**src/rtl/zero_sum_subarray_counter_defines.svh**
```systemverilog
// Assertion macros for the zero-sum subarray counter.
// No dependencies; included by files that carry concurrent checks.
`ifndef ZERO_SUM_SUBARRAY_COUNTER_DEFINES_SVH
`define ZERO_SUM_SUBARRAY_COUNTER_DEFINES_SVH

// Same-cycle implication, disabled while reset is low.
`define ZSSC_ASSERT_IMP(label, clk, rstn, ante, cons) \
    label: assert property (@(posedge clk) disable iff (!(rstn)) (ante) |-> (cons)) \
        else $error("zssc check failed");

// Next-cycle implication, disabled while reset is low.
`define ZSSC_ASSERT_NXT(label, clk, rstn, ante, cons) \
    label: assert property (@(posedge clk) disable iff (!(rstn)) (ante) |=> (cons)) \
        else $error("zssc check failed");

`endif

```
**src/rtl/zssc_ram.sv**
```systemverilog
// Generic single-port RAM with registered read data.
// No dependencies; used for the prefix-sum table.
module zssc_ram #(
    parameter int WIDTH = 8,
    parameter int DEPTH = 16
) (
    input  logic                     clk,
    input  logic                     we,
    input  logic [$clog2(DEPTH)-1:0] addr,
    input  logic [WIDTH-1:0]         wdata,
    output logic [WIDTH-1:0]         rdata
);
    logic [WIDTH-1:0] mem [DEPTH];

    always_ff @(posedge clk) begin
        if (we) begin
            mem[addr] <= wdata;
        end
        rdata <= mem[addr];
    end
endmodule

```
**config.mk**
```make
export PLATFORM = sky130hd
export DESIGN_NAME = zssc_ram
export DESIGN_NICKNAME = d
export VERILOG_FILES = /design/src/rtl/zero_sum_subarray_counter_defines.svh /design/src/rtl/zssc_ram.sv
export SDC_FILE = /design/constraint.sdc
export NUM_CORES = 1
export LEC_CHECK = 0
export ABC_CLOCK_PERIOD_IN_PS = 3000
export BUFFER_PORTS_ARGS = -buffer_cell sky130_fd_sc_hd__buf_2
export CAP_MARGIN = 20
export CORE_AREA = 3 3 134 104
export DETAILED_ROUTE_END_ITERATION = 12
export DIE_AREA = 0 0 137 107
export PLACE_DENSITY = 0.54
export SLEW_MARGIN = 30
export SYNTH_ARGS = -nofsm -noshare
export SYNTH_HDL_FRONTEND = slang
export SYNTH_SLANG_ARGS = --single-unit
```
**constraint.sdc**
```tcl
create_clock -name clk -period 3 [get_ports clk]
set_clock_uncertainty 0.1 [all_clocks]
set_input_delay 0.3 -clock clk [delete_from_list [all_inputs] [get_ports clk]]
set_output_delay 0.3 -clock clk [all_outputs]
set_load 0.1 [all_outputs]
```
---- Word-level counts from Yosys, hierarchy flattened ----
Memory sizes are Yosys's and may differ from the RTL's. A register that Yosys moved wholly into a read port is not among the register bits.
Cells that the tools add are included.
storage, ports and cells
  bits in registers ....................... 0
  RAM bits ................................ 128
  bits of input ports ..................... 14
  output and inout port bits .............. 8
  memories ................................ 1
cells by class
  multiplexer cells ....................... 2
memory list
  memory  words  bits a word  rd ports  clocked after Yosys merged registers in  write ports  RTL line        RTL
  mem     16     8            1         1                                        1            zssc_ram.sv:13  logic [WIDTH-1:0] mem [DEPTH];
operators by type and width
  cell              count
  1-bit 2-to-1 mux  2

---- Depth between registers and ports, before layout ----
  depth after elaboration ................. 2
  gate-level depth with buffers ........... 5

---- Worst setup path after synthesis ----
No wires, ideal clock.
  path kind ............................... input to register
  start point ............................. in addr[2]
  end point ............................... mem mem[0][0], enable pin
  arrival time ............................ 1410 ps
  required time ........................... 2517 ps
  setup slack ............................. 1107 ps
  stages .................................. 2
  buffers on the path ..................... 0
  cells stage by stage .................... or3b_2 -> nor3_1
RTL lines
  item                RTL line        RTL
  start: declaration  zssc_ram.sv:9   input logic [$clog2(DEPTH)-1:0] addr,
  end: declaration    zssc_ram.sv:13
No word-level cell before the write port.

==> results.cfg <==
[run_status]
outcome = finished, final reports clean

[die]
pin_count = 22
die_h_um = 107
design.core.area_mm2 = 0.0128
start_util_pct = 39.6
die_width_um = 137
rows = 36
dieArea_mm2 = 0.0147

[logic_synthesis]
synth_edf_count = 128
syn-instance-count = 230
yosysWarnings = 0
ys_types = 18
netlist_area_mm2 = 0.00507
synth.ff_latch_count = 136
async_reset_ff_share_pct = 0
avgSynthCellArea_um2 = 22.0
synth_seq_area_share_pct = 79.0
synth_flop_cell = edfxtp_1
syn_nets = 244

[timing]
tns_ns = 0
fmax_mhz = 553
fin_crit_sh_pct = 60.3
grt_setup_unrepaired = no
layout_setup_ws_ns = 1.19
finalMaxSlewViolations = 0
post-route-min-period_ns = 1.81
hold_viol_final = 0
worst_pin_slew_ns = 0.975
relSlewSlack_pct = 34.9
setup_violations = 0

[clock_network]
worstSkewPairLatency_ns = 0.41
cts_max_level = 4
clockRootBuffer = clkbuf_16
postCtsHoldBufs = 0
cts_buffer_depth = 2
cts_buffers = 17
numClockSinks = 136
cts_resized = 0
cts_setup_buffers = 0
cts_tree = built
path_clk_slew_ns = 0.06

[power_and_ir_drop]
powerDensity_mw_per_mm2 = 737
p_leak_nw = 1.99
vdd_drop_max_uv = 384

[critical_path]
cpMaxStageDelayCell = buf_2
cpPeakStageDelay_ns = 0.55
cp_cell_sequence = buf_2 > buf_4 > mux4_2 > a22oi_1 > nand2_1
reg2reg_to = rdata[7]
rrSetupSlack_ns = 1.57
critPathKind = input pin to flop
start_kind = input pin
reg2reg_depth = 3
crit_fanout = 24
path_delay_family = buffers and inverters
critPathRequiredTime_ns = 3.17
crit_arrival_ns = 1.98
r2r-start = mem[3][7]
worstPathBufferInverterCount = 2
endpoint_kind = flop

[global_routing]
grt_max_degree = 28
grt_usage_pct = 15.1
grt-ovfl-total = 0
antenna_found_initial = 0
grt_pass1_wl_um = 15300
grt_pass1_vias = 2448

[routing]
drt_iter0_markers = 245
ant_nets = 0
viasPerCell = 5.21
post-route-drc-count = 0
vias = 2396
routed_wl_um = 10100
wl_per_cell_um = 22.0
dr.pass1.iters = 4

[layout]
drive_gt1_share_pct = 34.6
final_nets = 290
final_cell_area_mm2 = 0.00605
area_growth_pct = 19.5
postLayoutCoreUtil_pct = 47.3
diodes = 0

[hold_path]
hp-class = input pin to flop
worstHoldStart = wdata[7]
hold_end = mem[14][7]
hold_depth = 1

[placement]
post_dp_cell_area_mm2 = 0.00547
gp_congestion = 0.710
place_hpwl_um = 6590
place_ws_ns = 0.695
port_buffers = 21

[job]
maxCapViolations = 0
-- cell type report --
| type | instances | area, um2 |
|---|---|---|
| Clock buffer | 18 | 429 |
| Clock inverter | 14 | 156 |
| Fill cell | 1067 | 6740 |
| Multi-Input combinational cell | 83 | 1010 |
| Sequential cell | 136 | 4000 |
| Tap cell | 171 | 214 |
| Timing Repair Buffer | 38 | 245 |
-- kinds of logic after synthesis --
group	Yosys count	share of synthesized area, %
buf+inv	11	1.19
simple gates	35	3.21
mux	32	14.2
compound gates	16	2.37
flops	136	79.0
-- metrics by stage --
step	cells	total power, mW	hold WS, ns
finish	460	4.46	0.173
global route	460	4.61	0.175
CTS	460	4.50	0.170
detailed placement	428	2.47	0.563
global placement	428	2.47	0.563
floorplan	230	2.38	0.299
-- power breakdown --
group	internal (mW)	switching [mW]	total [mW]	leakage, nW
Sequential	2.13	0.0121	2.14	1.22
Combinational	0.0830	0.205	0.288	0.488
Clock	1.29	0.741	2.04	0.279
Total	3.50	0.958	4.46	1.99
-- cell usage after synthesis (all sizes together) (2+ instances only) --
library cell / count / area, um2
nand2b: 2 / 12.5
nor2b: 2 / 12.5
nand3b: 2 / 15.0
edfxtp: 128 / 3840
nor2: 13 / 48.8
dfxtp: 8 / 160
mux4: 32 / 721
clkbuf: 3 / 12.5
nand2: 9 / 33.8
nor3: 4 / 20.0
buf: 8 / 47.5
a22oi: 16 / 120
-- registers in the layout, indices dropped and copies added (netlist names) --
name and flops:
mem 128, rdata 8
-- cells in the final DEF, fill, tap and decap left out, drive strengths merged, types with 3 or more instances in the layout --
master | Yosys | final
clkinvlp | 0 | 3
clkinv | 0 | 7
dfxtp | 8 | 8
a22oi | 16 | 16
nor2 | 13 | 13
nand2 | 9 | 9
mux4 | 32 | 32
clkbuf | 3 | 18
buf | 8 | 38
nor3 | 4 | 4
edfxtp | 128 | 128
bufinv | 0 | 3
-- metal layers --
layer  up-vias  wire length (um)  global-route usage, %
li1       1054                 -                      -
met1      1252              4770                   22.5
met2        77              4550                   20.6
met3        13               662                   4.55
met4         0               139                   6.20
met5         -                 0                      0
-- worst register-to-register path, cell delays in order (launching register included) --
cell	delay [ns]
edfxtp_1	0.37
mux4_2	0.47
a22oi_1	0.24
nand2_1	0.13
-- worst max path at each step --
stage	slack, ns	depth (start not counted)	end	from
floorplan	1.11	2	mem[0][0]	addr[2]
global route	1.0	4	mem[9][5]	addr[0]
global placement	0.68	5	rdata[3]	addr[0]
CTS	1.13	5	rdata[2]	addr[0]
detailed placement	0.69	5	rdata[2]	addr[0]
finish	1.19	5	rdata[2]	addr[0]
Note: power is estimated with default switching activity, not from simulation.
